## config.mk

```make
export PLATFORM = sky130hd
export DESIGN_NAME = multilevel_feedback_queue_scheduler_flat
export DESIGN_NICKNAME = d
export VERILOG_FILES = /design/src/mfq_pkg.sv /design/src/mfq_req_if.sv /design/src/mfq_rsp_if.sv /design/src/multilevel_feedback_queue_scheduler.sv /design/src/mfq_csr.sv /design/src/mfq_store.sv /design/src/mfq_alu.sv /design/src/mfq_ctrl.sv /design/src/flat_wrapper.sv
export SDC_FILE = /design/constraint.sdc
export NUM_CORES = 2
export LEC_CHECK = 0
export ABC_AREA = 1
export BUFFER_PORTS_ARGS = -buffer_cell sky130_fd_sc_hd__buf_2
export CAP_MARGIN = 25
export CORE_MARGIN = 4
export CORE_UTILIZATION = 50
export DETAILED_ROUTE_END_ITERATION = 10
export HOLD_SLACK_MARGIN = 0.03
export PLACE_DENSITY_LB_ADDON = 0.25
export SYNTH_ARGS = -nofsm -noshare
export SYNTH_HDL_FRONTEND = slang
export SYNTH_HIERARCHICAL = 1
export SYNTH_SLANG_ARGS = --single-unit
export TNS_END_PERCENT = 50
```

## constraint.sdc

```tcl
create_clock -name clock -period 8.3 [get_ports clock]
set_input_delay 0.415 -clock clock [delete_from_list [all_inputs] [get_ports clock]]
set_output_delay 0.415 -clock clock [all_outputs]
set_load 0.05 [all_outputs]
```

## src/mfq_pkg.sv

```systemverilog
// ----------------------------------------------------------------------------
// mfq_pkg
// Shared types and constants of the multilevel feedback queue scheduler.
// ----------------------------------------------------------------------------
package mfq_pkg;

   localparam int QUEUE_DEPTH_DEF = 16;
   localparam int NUM_LEVELS_DEF  = 3;

   localparam logic [15:0] SLICE_LEN_RESET = 16'd2;
   localparam logic [15:0] COUNT_MAX       = 16'hFFFF;

   // register index decoded from paddr[2]
   localparam logic CSR_IDX_SLICE = 1'b0;

   localparam logic ACT_ADMIT = 1'b0;
   localparam logic ACT_ROUND = 1'b1;

   typedef enum logic [1:0] {
      STAT_ADMITTED   = 2'd0,
      STAT_REJECTED   = 2'd1,
      STAT_DISPATCHED = 2'd2,
      STAT_IDLE       = 2'd3
   } status_type;

   typedef enum logic [1:0] {
      S_IDLE,
      S_SCAN,
      S_EXEC
   } state_type;

   typedef struct packed {
      logic [7:0]  id;
      logic [15:0] rem;
      logic [15:0] dem;
   } job_type;

   typedef struct packed {
      logic [15:0] ran;
      logic [15:0] left;
      logic [15:0] dem;
      logic        done;
   } alu_res_type;

   typedef struct packed {
      status_type  status;
      logic [7:0]  served_id;
      logic [1:0]  level;
      logic [15:0] ran;
      logic [15:0] left;
      logic [15:0] demotions;
      logic        finished;
      logic        last;
   } rsp_type;

endpackage

```

## src/mfq_req_if.sv

```systemverilog
// ----------------------------------------------------------------------------
// mfq_req_if
// Request channel: admit a job or run one scheduling round.
// ----------------------------------------------------------------------------
interface mfq_req_if;
   logic        valid;
   logic        ready;
   logic        action;
   logic [7:0]  job_id;
   logic [15:0] burst;

   modport source (output valid, action, job_id, burst, input ready);
   modport sink (input valid, action, job_id, burst, output ready);
endinterface

```

## src/mfq_rsp_if.sv

```systemverilog
// ----------------------------------------------------------------------------
// mfq_rsp_if
// Response channel: one beat per admit, per dispatch or per idle round.
// ----------------------------------------------------------------------------
interface mfq_rsp_if;
   logic        valid;
   logic        ready;
   logic [1:0]  status;
   logic [7:0]  served_id;
   logic [1:0]  level;
   logic [15:0] ran;
   logic [15:0] left;
   logic [15:0] demotions;
   logic        finished;
   logic        last;

   modport source (output valid, status, served_id, level, ran, left, demotions,
                   finished, last, input ready);
   modport sink (input valid, status, served_id, level, ran, left, demotions,
                 finished, last, output ready);
endinterface

```

## src/multilevel_feedback_queue_scheduler.sv

```systemverilog
// ----------------------------------------------------------------------------
// multilevel_feedback_queue_scheduler
// Admit: job written at the tail of level 0 if room. Round: accept, then walk
//   the levels in order; each dispatch reads the ring, then subtracts and writes
//   back; next item taken when the last beat leaves. Reset clears pointers, counts, slice (2).
// ----------------------------------------------------------------------------
module multilevel_feedback_queue_scheduler #(
   parameter int QUEUE_DEPTH = mfq_pkg::QUEUE_DEPTH_DEF,
   parameter int NUM_LEVELS  = mfq_pkg::NUM_LEVELS_DEF
) (
   input  logic        clock,
   input  logic        reset,
   mfq_req_if.sink     req_chan,
   mfq_rsp_if.source   rsp_chan,
   input  logic        csr_psel,
   input  logic        csr_penable,
   input  logic        csr_pwrite,
   input  logic [2:0]  csr_paddr,
   input  logic [31:0] csr_pwdata,
   output logic [31:0] csr_prdata,
   output logic        csr_pready
);
   import mfq_pkg::*;

   localparam int IW        = $clog2(QUEUE_DEPTH);
   localparam int LW        = $clog2(NUM_LEVELS);
   localparam int AW        = IW + LW;
   localparam int MEM_DEPTH = NUM_LEVELS * (1 << IW);

   logic [15:0]  slice_len;
   logic         mem_wr_en;
   logic [AW-1:0] mem_wr_addr;
   job_type      mem_wr_data;
   logic         mem_rd_en;
   logic [AW-1:0] mem_rd_addr;
   job_type      mem_rd_data;
   alu_res_type  alu_res;
   rsp_type      rsp_data;

   mfq_csr u_csr (
      .clock       (clock),
      .reset       (reset),
      .csr_psel    (csr_psel),
      .csr_penable (csr_penable),
      .csr_pwrite  (csr_pwrite),
      .csr_paddr   (csr_paddr),
      .csr_pwdata  (csr_pwdata),
      .csr_prdata  (csr_prdata),
      .csr_pready  (csr_pready),
      .slice_len   (slice_len)
   );

   mfq_store #(
      .ADDR_W (AW),
      .DEPTH  (MEM_DEPTH)
   ) u_store (
      .clock   (clock),
      .wr_en   (mem_wr_en),
      .wr_addr (mem_wr_addr),
      .wr_data (mem_wr_data),
      .rd_en   (mem_rd_en),
      .rd_addr (mem_rd_addr),
      .rd_data (mem_rd_data)
   );

   mfq_alu u_alu (
      .slice_len (slice_len),
      .job       (mem_rd_data),
      .res       (alu_res)
   );

   mfq_ctrl #(
      .QUEUE_DEPTH (QUEUE_DEPTH),
      .NUM_LEVELS  (NUM_LEVELS),
      .IW          (IW),
      .LW          (LW),
      .AW          (AW)
   ) u_ctrl (
      .clock       (clock),
      .reset       (reset),
      .req_valid   (req_chan.valid),
      .req_ready   (req_chan.ready),
      .req_action  (req_chan.action),
      .req_job_id  (req_chan.job_id),
      .req_burst   (req_chan.burst),
      .rsp_valid   (rsp_chan.valid),
      .rsp_ready   (rsp_chan.ready),
      .rsp_data    (rsp_data),
      .mem_wr_en   (mem_wr_en),
      .mem_wr_addr (mem_wr_addr),
      .mem_wr_data (mem_wr_data),
      .mem_rd_en   (mem_rd_en),
      .mem_rd_addr (mem_rd_addr),
      .mem_rd_data (mem_rd_data),
      .alu_res     (alu_res)
   );

   assign rsp_chan.status    = rsp_data.status;
   assign rsp_chan.served_id = rsp_data.served_id;
   assign rsp_chan.level     = rsp_data.level;
   assign rsp_chan.ran       = rsp_data.ran;
   assign rsp_chan.left      = rsp_data.left;
   assign rsp_chan.demotions = rsp_data.demotions;
   assign rsp_chan.finished  = rsp_data.finished;
   assign rsp_chan.last      = rsp_data.last;

endmodule

```

## src/mfq_csr.sv

```systemverilog
// ----------------------------------------------------------------------------
// mfq_csr
// APB register block holding the slice length.
// ----------------------------------------------------------------------------
module mfq_csr (
   input  logic        clock,
   input  logic        reset,
   input  logic        csr_psel,
   input  logic        csr_penable,
   input  logic        csr_pwrite,
   input  logic [2:0]  csr_paddr,
   input  logic [31:0] csr_pwdata,
   output logic [31:0] csr_prdata,
   output logic        csr_pready,
   output logic [15:0] slice_len
);
   import mfq_pkg::*;

   logic [15:0] slice_ff;
   logic [15:0] slice_in;
   logic        wr_en;

   assign wr_en = csr_psel && csr_penable && csr_pwrite
                  && (csr_paddr[2] == CSR_IDX_SLICE);

   always_comb begin
      slice_in = slice_ff;
      if (wr_en) begin
         slice_in = csr_pwdata[15:0];
      end
   end

   always_ff @(posedge clock) begin
      if (reset) begin
         slice_ff <= SLICE_LEN_RESET;
      end else begin
         slice_ff <= slice_in;
      end
   end

   assign csr_prdata = (csr_paddr[2] == CSR_IDX_SLICE) ? {16'd0, slice_ff} : 32'd0;
   assign csr_pready = 1'b1;
   assign slice_len  = slice_ff;

endmodule

```

## src/mfq_store.sv

```systemverilog
// ----------------------------------------------------------------------------
// mfq_store
// Job ring storage for all levels, one write and one registered read port.
// ----------------------------------------------------------------------------
module mfq_store #(
   parameter int ADDR_W = 6,
   parameter int DEPTH  = 48
) (
   input  logic                clock,
   input  logic                wr_en,
   input  logic [ADDR_W-1:0]   wr_addr,
   input  mfq_pkg::job_type    wr_data,
   input  logic                rd_en,
   input  logic [ADDR_W-1:0]   rd_addr,
   output mfq_pkg::job_type    rd_data
);
   import mfq_pkg::*;

   job_type mem [0:DEPTH-1];
   job_type rd_data_ff;

   always_ff @(posedge clock) begin
      if (wr_en) begin
         mem[wr_addr] <= wr_data;
      end
   end

   always_ff @(posedge clock) begin
      if (rd_en) begin
         rd_data_ff <= mem[rd_addr];
      end
   end

   assign rd_data = rd_data_ff;

endmodule

```

## src/mfq_alu.sv

```systemverilog
// ----------------------------------------------------------------------------
// mfq_alu
// Shared dispatch unit: run min(remaining, slice), update the demotion count.
// ----------------------------------------------------------------------------
module mfq_alu (
   input  logic [15:0]          slice_len,
   input  mfq_pkg::job_type     job,
   output mfq_pkg::alu_res_type res
);
   import mfq_pkg::*;

   logic [15:0] slice;
   logic [15:0] ran;
   logic [15:0] left;

   always_comb begin
      slice = (slice_len == 16'd0) ? 16'd1 : slice_len;
      ran   = (job.rem < slice) ? job.rem : slice;
      left  = job.rem - ran;
      res.ran  = ran;
      res.left = left;
      res.done = (left == 16'd0);
      if ((left != 16'd0) && (job.dem != COUNT_MAX)) begin
         res.dem = job.dem + 16'd1;
      end else begin
         res.dem = job.dem;
      end
   end

endmodule

```

## src/mfq_ctrl.sv

```systemverilog
// ----------------------------------------------------------------------------
// mfq_ctrl
// Sequencer: level pointers, admit path, round walk and response register.
// ----------------------------------------------------------------------------
module mfq_ctrl #(
   parameter int QUEUE_DEPTH = mfq_pkg::QUEUE_DEPTH_DEF,
   parameter int NUM_LEVELS  = mfq_pkg::NUM_LEVELS_DEF,
   parameter int IW          = $clog2(QUEUE_DEPTH),
   parameter int LW          = $clog2(NUM_LEVELS),
   parameter int AW          = IW + LW
) (
   input  logic                  clock,
   input  logic                  reset,
   input  logic                  req_valid,
   output logic                  req_ready,
   input  logic                  req_action,
   input  logic [7:0]            req_job_id,
   input  logic [15:0]           req_burst,
   output logic                  rsp_valid,
   input  logic                  rsp_ready,
   output mfq_pkg::rsp_type      rsp_data,
   output logic                  mem_wr_en,
   output logic [AW-1:0]         mem_wr_addr,
   output mfq_pkg::job_type      mem_wr_data,
   output logic                  mem_rd_en,
   output logic [AW-1:0]         mem_rd_addr,
   input  mfq_pkg::job_type      mem_rd_data,
   input  mfq_pkg::alu_res_type  alu_res
);
   import mfq_pkg::*;

   localparam int CW = $clog2(QUEUE_DEPTH + 1);
   localparam logic [LW-1:0] LVL_LAST = LW'(NUM_LEVELS - 1);
   localparam logic [IW-1:0] PTR_LAST = IW'(QUEUE_DEPTH - 1);

   state_type     state_ff, state_in;
   logic [LW-1:0] lvl_ff, lvl_in;
   logic [IW-1:0] head_ff [NUM_LEVELS];
   logic [IW-1:0] head_in [NUM_LEVELS];
   logic [IW-1:0] tail_ff [NUM_LEVELS];
   logic [IW-1:0] tail_in [NUM_LEVELS];
   logic [CW-1:0] count_ff [NUM_LEVELS];
   logic [CW-1:0] count_in [NUM_LEVELS];
   logic [CW-1:0] total_ff, total_in;
   logic          rsp_valid_ff, rsp_valid_in;
   rsp_type       rsp_ff, rsp_in;

   logic          out_free;
   logic          req_fire;
   logic [LW-1:0] dst;
   logic [LW-1:0] qsel;
   logic [IW-1:0] q_head;
   logic [IW-1:0] q_tail;
   logic [CW-1:0] q_count;
   logic          q_nonempty;
   logic          later_busy;
   logic          is_last;

   assign out_free  = !rsp_valid_ff || rsp_ready;
   assign req_ready = (state_ff == S_IDLE) && out_free;
   assign req_fire  = req_valid && req_ready;

   assign dst  = (lvl_ff == LVL_LAST) ? lvl_ff : LW'(lvl_ff + 1'b1);

   // one pointer set is looked at per cycle: level 0 on admit, the popped
   // level while scanning, the destination level on write back
   always_comb begin
      case (state_ff)
         S_IDLE:  qsel = '0;
         S_EXEC:  qsel = dst;
         default: qsel = lvl_ff;
      endcase
   end

   assign q_head     = head_ff[qsel];
   assign q_tail     = tail_ff[qsel];
   assign q_count    = count_ff[qsel];
   assign q_nonempty = (q_count != '0);

   always_comb begin
      later_busy = 1'b0;
      for (int i = 0; i < NUM_LEVELS; i++) begin
         if ((LW'(i) > lvl_ff) && (count_ff[i] != '0)) begin
            later_busy = 1'b1;
         end
      end
   end

   assign is_last = (lvl_ff == LVL_LAST) || (alu_res.done && !later_busy);

   // next state
   always_comb begin
      state_in = state_ff;
      case (state_ff)
         S_IDLE: begin
            if (req_fire && (req_action == ACT_ROUND)) begin
               state_in = S_SCAN;
            end
         end
         S_SCAN: begin
            if (q_nonempty) begin
               state_in = S_EXEC;
            end else if ((lvl_ff == LVL_LAST) && out_free) begin
               state_in = S_IDLE;
            end
         end
         S_EXEC: begin
            if (out_free) begin
               state_in = is_last ? S_IDLE : S_SCAN;
            end
         end
         default: state_in = S_IDLE;
      endcase
   end

   // datapath actions
   always_comb begin
      lvl_in       = lvl_ff;
      head_in      = head_ff;
      tail_in      = tail_ff;
      count_in     = count_ff;
      total_in     = total_ff;
      rsp_in       = rsp_ff;
      rsp_valid_in = rsp_valid_ff && !rsp_ready;
      mem_wr_en    = 1'b0;
      mem_wr_addr  = {qsel, q_tail};
      mem_wr_data  = '{id: req_job_id, rem: req_burst, dem: 16'd0};
      mem_rd_en    = 1'b0;
      mem_rd_addr  = {lvl_ff, q_head};

      case (state_ff)
         S_IDLE: begin
            lvl_in = '0;
            if (req_fire && (req_action == ACT_ADMIT)) begin
               rsp_valid_in = 1'b1;
               rsp_in = '{status: STAT_REJECTED, served_id: req_job_id, level: 2'd0,
                          ran: 16'd0, left: 16'd0, demotions: 16'd0,
                          finished: 1'b0, last: 1'b1};
               if (total_ff < CW'(QUEUE_DEPTH)) begin
                  mem_wr_en       = 1'b1;
                  tail_in[qsel]   = (q_tail == PTR_LAST) ? '0 : IW'(q_tail + 1'b1);
                  count_in[qsel]  = CW'(q_count + 1'b1);
                  total_in        = CW'(total_ff + 1'b1);
                  rsp_in.status   = STAT_ADMITTED;
                  rsp_in.left     = req_burst;
               end
            end
         end
         S_SCAN: begin
            if (q_nonempty) begin
               mem_rd_en      = 1'b1;
               head_in[qsel]  = (q_head == PTR_LAST) ? '0 : IW'(q_head + 1'b1);
               count_in[qsel] = CW'(q_count - 1'b1);
            end else if (lvl_ff == LVL_LAST) begin
               // nothing dispatched in this round
               if (out_free) begin
                  rsp_valid_in = 1'b1;
                  rsp_in = '{status: STAT_IDLE, served_id: 8'd0, level: 2'd0,
                             ran: 16'd0, left: 16'd0, demotions: 16'd0,
                             finished: 1'b0, last: 1'b1};
               end
            end else begin
               lvl_in = LW'(lvl_ff + 1'b1);
            end
         end
         S_EXEC: begin
            if (out_free) begin
               rsp_valid_in = 1'b1;
               rsp_in = '{status: STAT_DISPATCHED, served_id: mem_rd_data.id,
                          level: 2'(lvl_ff), ran: alu_res.ran, left: alu_res.left,
                          demotions: alu_res.dem, finished: alu_res.done,
                          last: is_last};
               lvl_in = dst;
               if (alu_res.done) begin
                  total_in = CW'(total_ff - 1'b1);
               end else begin
                  mem_wr_en      = 1'b1;
                  mem_wr_data    = '{id: mem_rd_data.id, rem: alu_res.left,
                                     dem: alu_res.dem};
                  tail_in[qsel]  = (q_tail == PTR_LAST) ? '0 : IW'(q_tail + 1'b1);
                  count_in[qsel] = CW'(q_count + 1'b1);
               end
            end
         end
         default: begin
            lvl_in = '0;
         end
      endcase
   end

   always_ff @(posedge clock) begin
      if (reset) begin
         state_ff     <= S_IDLE;
         lvl_ff       <= '0;
         total_ff     <= '0;
         rsp_valid_ff <= 1'b0;
         for (int i = 0; i < NUM_LEVELS; i++) begin
            head_ff[i]  <= '0;
            tail_ff[i]  <= '0;
            count_ff[i] <= '0;
         end
      end else begin
         state_ff     <= state_in;
         lvl_ff       <= lvl_in;
         total_ff     <= total_in;
         rsp_valid_ff <= rsp_valid_in;
         head_ff      <= head_in;
         tail_ff      <= tail_in;
         count_ff     <= count_in;
      end
   end

   always_ff @(posedge clock) begin
      rsp_ff <= rsp_in;
   end

   assign rsp_valid = rsp_valid_ff;
   assign rsp_data  = rsp_ff;

endmodule
```

## src/flat_wrapper.sv

```systemverilog
// flat-port wrapper written by rule: the top's interface ports become plain ports
module multilevel_feedback_queue_scheduler_flat import mfq_pkg::*;
#(
   parameter int QUEUE_DEPTH = mfq_pkg::QUEUE_DEPTH_DEF,
   parameter int NUM_LEVELS  = mfq_pkg::NUM_LEVELS_DEF
)
  (clock, reset, csr_psel, csr_penable, csr_pwrite, csr_paddr, csr_pwdata, csr_prdata, csr_pready, req_chan_valid, req_chan_action, req_chan_job_id, req_chan_burst, req_chan_ready, rsp_chan_valid, rsp_chan_status, rsp_chan_served_id, rsp_chan_level, rsp_chan_ran, rsp_chan_left, rsp_chan_demotions, rsp_chan_finished, rsp_chan_last, rsp_chan_ready);
  mfq_req_if req_chan_i ();
  mfq_rsp_if rsp_chan_i ();
  input  logic clock;
  input  logic reset;
  input  logic csr_psel;
  input  logic csr_penable;
  input  logic csr_pwrite;
  input  logic [2:0] csr_paddr;
  input  logic [31:0] csr_pwdata;
  output logic [31:0] csr_prdata;
  output logic csr_pready;
  input wire logic [$bits(req_chan_i.valid)-1:0] req_chan_valid;
  input wire logic [$bits(req_chan_i.action)-1:0] req_chan_action;
  input wire logic [$bits(req_chan_i.job_id)-1:0] req_chan_job_id;
  input wire logic [$bits(req_chan_i.burst)-1:0] req_chan_burst;
  output wire logic [$bits(req_chan_i.ready)-1:0] req_chan_ready;
  output wire logic [$bits(rsp_chan_i.valid)-1:0] rsp_chan_valid;
  output wire logic [$bits(rsp_chan_i.status)-1:0] rsp_chan_status;
  output wire logic [$bits(rsp_chan_i.served_id)-1:0] rsp_chan_served_id;
  output wire logic [$bits(rsp_chan_i.level)-1:0] rsp_chan_level;
  output wire logic [$bits(rsp_chan_i.ran)-1:0] rsp_chan_ran;
  output wire logic [$bits(rsp_chan_i.left)-1:0] rsp_chan_left;
  output wire logic [$bits(rsp_chan_i.demotions)-1:0] rsp_chan_demotions;
  output wire logic [$bits(rsp_chan_i.finished)-1:0] rsp_chan_finished;
  output wire logic [$bits(rsp_chan_i.last)-1:0] rsp_chan_last;
  input wire logic [$bits(rsp_chan_i.ready)-1:0] rsp_chan_ready;
  assign req_chan_i.valid = req_chan_valid;
  assign req_chan_i.action = req_chan_action;
  assign req_chan_i.job_id = req_chan_job_id;
  assign req_chan_i.burst = req_chan_burst;
  assign req_chan_ready = req_chan_i.ready;
  assign rsp_chan_valid = rsp_chan_i.valid;
  assign rsp_chan_status = rsp_chan_i.status;
  assign rsp_chan_served_id = rsp_chan_i.served_id;
  assign rsp_chan_level = rsp_chan_i.level;
  assign rsp_chan_ran = rsp_chan_i.ran;
  assign rsp_chan_left = rsp_chan_i.left;
  assign rsp_chan_demotions = rsp_chan_i.demotions;
  assign rsp_chan_finished = rsp_chan_i.finished;
  assign rsp_chan_last = rsp_chan_i.last;
  assign rsp_chan_i.ready = rsp_chan_ready;
  multilevel_feedback_queue_scheduler #(.QUEUE_DEPTH(QUEUE_DEPTH), .NUM_LEVELS(NUM_LEVELS)) u_core (.clock(clock), .reset(reset), .req_chan(req_chan_i), .rsp_chan(rsp_chan_i), .csr_psel(csr_psel), .csr_penable(csr_penable), .csr_pwrite(csr_pwrite), .csr_paddr(csr_paddr), .csr_pwdata(csr_pwdata), .csr_prdata(csr_prdata), .csr_pready(csr_pready));
endmodule
```

==> results.md <==
- Sinks on Clock Net: 2087
- Max cap viols: 0
- Die Wd: 427.4 µm
- CP Data Arrival Time: 8490 ps
- Max IR drop VDD: 778.5 µV
- Most used flip-flop cell after synthesis: edfxtp_1
- Number of global-route vias before repair: 56.08k
- Gate count of the mapped netlist: 7652
- Clk_lat worst skew: 840 ps
- Final Skew: 43.00 ps
- #FFs+latches synth: 2087
- Slew Limit Headroom: 0.2147
- EDFF count, synth: 2022
- Global route overflow: 0
- Hold path cells: 5
- Critical path startpoint category: flip-flop
- Top post-synthesis cells by area: edfxtp_1 (69%), nand2_1 (8.6%), nand3_1 (7.1%), nor2_1 (3.0%), o21ai_0 (1.9%)
- Fmax: 125.4 MHz
- Layout area overhead: 11.62%
- Drt first pass iters: 7
- CTS max path bufs: 3
- Unrepaired setup endpoints after global routing: yes
- Worst r2r src: u_core/u_csr/slice_len[9]
- Htree depth: 4
- Final hold vios: 0
- HP Start: csr_psel
- CTS root buf: clkbuf_16
- Slowest cell on crit path: nor2_4
- Slew Viols, Final: 0
- Final Critical Period: 7976 ps
- Required @ worst endpoint: 8810 ps
- Initial Util: 0.5044
- Critical Path Max Stage Delay: 980 ps
- Worst reg-to-reg path cell count: 34
- Setup ws final: 323.8 ps
- Final HPWL DP: 136900 µm
- Row Count: 153
- DIE HEIGHT: 427.4 µm
- Final hold slack: 85.76 ps
- Seq pwr share: 0.326
- Vias/cell: 5.791
- Register-to-register setup slack: 320 ps
- First-pass GRT wire length: 361000 µm
- Residual DRC: 0
- Post-Route WL: 243100 µm
- Period utilization: 0.9610
- Number of CTS-inserted buffers: 204
- Final Power: 41.87 mW
- CP Class: flip-flop to flip-flop
- Port Buf Inserts: 128
- Initial antenna violation count: 6
- Area leader, netlist: edfxtp_1
- Post-synthesis sequential area ratio: 0.7050
- GP Congestion: 0.8613
- Share of cells above drive strength 1: 0.1004
- Post-Synthesis Cell Area: 0.08797 mm²
- WL/cell: 23.75 µm
- Leakage: 35.28 nW
- Reg2reg end: u_core/u_store/mem[24][38]
- Yosys top cell area share: 0.6902
- Non-Filler Instances: 10.24k
- Die ar.: 0.1827 mm²
- Worst Hold Class: input pin to flip-flop
- Logic gate share of total power: 0.460
- Top-Level Pins: 164
- Worst-Margin Slew: 1178 ps
- Crit-path most repeated cell: nand2_1
- Power Density: 426.4 mW/mm²
- Vias: 59.27k
- Clock Pin Slew Worst Setup and Hold Paths: 60 ps
- CTS tree: yes
- Switching Share: 0.4432
- Netlist cell types: 55
- DRT iter0 DRCs: 7194
- Ys Warns: 6
- Status: completed
- Syn avg cell area: 11.50 µm²
- Clock share of power: 0.214
- GRT Total Usage: 0.2624
- Internal: 23.31 mW
- Async SR Flop Fraction: 0
- Largest net degree at the start of global routing: 215
- Final setup violation count: 0
- Post-layout nets: 7850
- Sw power: 18.56 mW
- Endpoint type of the worst setup path: flip-flop
- Worst Hold End: u_core/u_csr/slice_len[12]
- Routed Antenna Nets: 0
- Post-place setup slack: 425.5 ps
- Number of cells after detailed placement: 9805
- Critical path fanouts, max: 45
- Core area: 0.1744 mm²
-- registers in the layout, summed over array words and instances (netlist names) --
register                 flops
u_core/u_ctrl/rsp_valid      1
u_core/u_store/rd_data      40
u_core/u_ctrl/total_ff       5
u_core/u_ctrl/rsp_data      62
u_core/u_ctrl/tail_ff       12
u_core/u_ctrl/lvl_ff         2
u_core/u_ctrl/state_ff       2
u_core/u_ctrl/head_ff       12
u_core/u_store/mem        1920
u_core/u_csr/slice_len      16
u_core/u_ctrl/count_ff      15
-- synthesized netlist by cell type (14+ instances only) --
master / number
a21oi_1: 49
buf_1: 28
buf_2: 140
buf_4: 56
buf_6: 90
clkbuf_1: 153
dfxtp_1: 65
edfxtp_1: 2022
ha_1: 37
inv_1: 228
nand2_1: 2010
nand2_2: 28
nand3_1: 1249
nand3_2: 15
nand4_1: 14
nor2_1: 703
nor2_2: 27
nor3_1: 31
o211ai_1: 161
o21ai_0: 328
o21ai_1: 107
xor2_1: 20
-- cell families (layout without fill, tap and decap cells) --
logic type      after synthesis  after routing  synth area share
simple gates               4114           4114            0.1995
other cells                   2             21        0.00008537
compound gates              660            660           0.04273
flops                      2087           2087            0.7050
xor+xnor                     28             28          0.002788
buf+inv                     723            962           0.04441
fa+ha+maj                    38             38          0.005490
-- layout by cell type, fill, tap and decap left out, drive strengths merged, types with 2 or more instances in the layout --
master	count
clkinvlp	10
bufinv	15
and2	2
o21bai	2
o211ai	162
clkbuf	262
nand2	2051
a21oi	49
nor4	2
nand3	1264
o21ai	436
dlygate4sd3	47
nand3b	5
clkinv	81
a21boi	2
edfxtp	2022
ha	37
dfxtp	65
nor3	31
nor2	741
buf	299
diode	4
xor2	20
a211oi	3
and3	2
inv	248
nand4	14
xnor2	8
conb	17
-- how the worst max path moves through the flow --
stage	from	endpoint	slack [ps]	cells after the start
floorplan	u_core/u_ctrl/state_ff[0]	u_core/u_ctrl/rsp_data[0]	1280	16
global placement	u_core/u_csr/slice_len[9]	u_core/u_store/mem[19][2]	540	34
detailed placement	u_core/u_csr/slice_len[9]	u_core/u_store/mem[19][5]	430	34
CTS	u_core/u_csr/slice_len[9]	u_core/u_store/mem[19][4]	370	34
global route	u_core/u_csr/slice_len[9]	u_core/u_store/mem[24][12]	-20	34
finish	u_core/u_csr/slice_len[9]	u_core/u_store/mem[24][38]	320	34
-- layer usage --
| layer | GRT usage | routed length, µm | up-vias |
|---|---|---|---|
| met1 | 0.3670 | 99150 | 29100 |
| li1 | - | - | 26940 |
| met3 | 0.04781 | 22100 | 439 |
| met5 | 0 | 34 | - |
| met2 | 0.4184 | 114000 | 2785 |
| met4 | 0.08556 | 7813 | 6 |
-- power groups by stage --
stage	registers, mW	clock network, mW	logic, mW
floorplan	14.5	0	12.4
global placement	13.8	0	18.8
detailed placement	13.8	0	19.0
CTS	13.6	9.08	19.1
global route	13.7	9.52	21.0
finish	13.6	8.96	19.3
-- area by class of cell --
type	instances	area, µm²
Clock inverter	106	1017
Antenna cell	4	10.01
Sequential cell	2087	62020
Clock buffer	261	5391
Tap cell	2325	2909
Multi-Input combinational cell	4857	22760
Timing Repair Buffer	347	3094
Fill cell	14290	76200
Inverter	248	988.4
-- worst max-delay path, delay by kind of cell (launching register included) --
family,cells,cell delay (ps)
buffers and inverters,6,1360
AND/OR/NAND/NOR,19,3640
flip-flops,1,450
adder cells (fa/ha/maj),3,950
AO/OA/AOI/OAI,6,1220
-- timing repair --
item / CTS / global route
endpoints found under the hold margin: 44 / 0
gates resized for setup: 0 / 0
setup endpoints to repair: 0 / 102
buffers inserted: 0 / 11
hold buffers: 47 / 0
-- per-stage QoR --
stage / util / setup TNS (ps) / area (µm²)
after global routing: 0.5630 / -326.1 / 98180
after detailed placement: 0.5229 / 0 / 91190
after floorplan: - / 0 / 88020
final: 0.5630 / 0 / 98190
after CTS: 0.5624 / 0 / 98070
after global placement: 0.5221 / 0 / 91050
(Power assumes the default switching activity.)
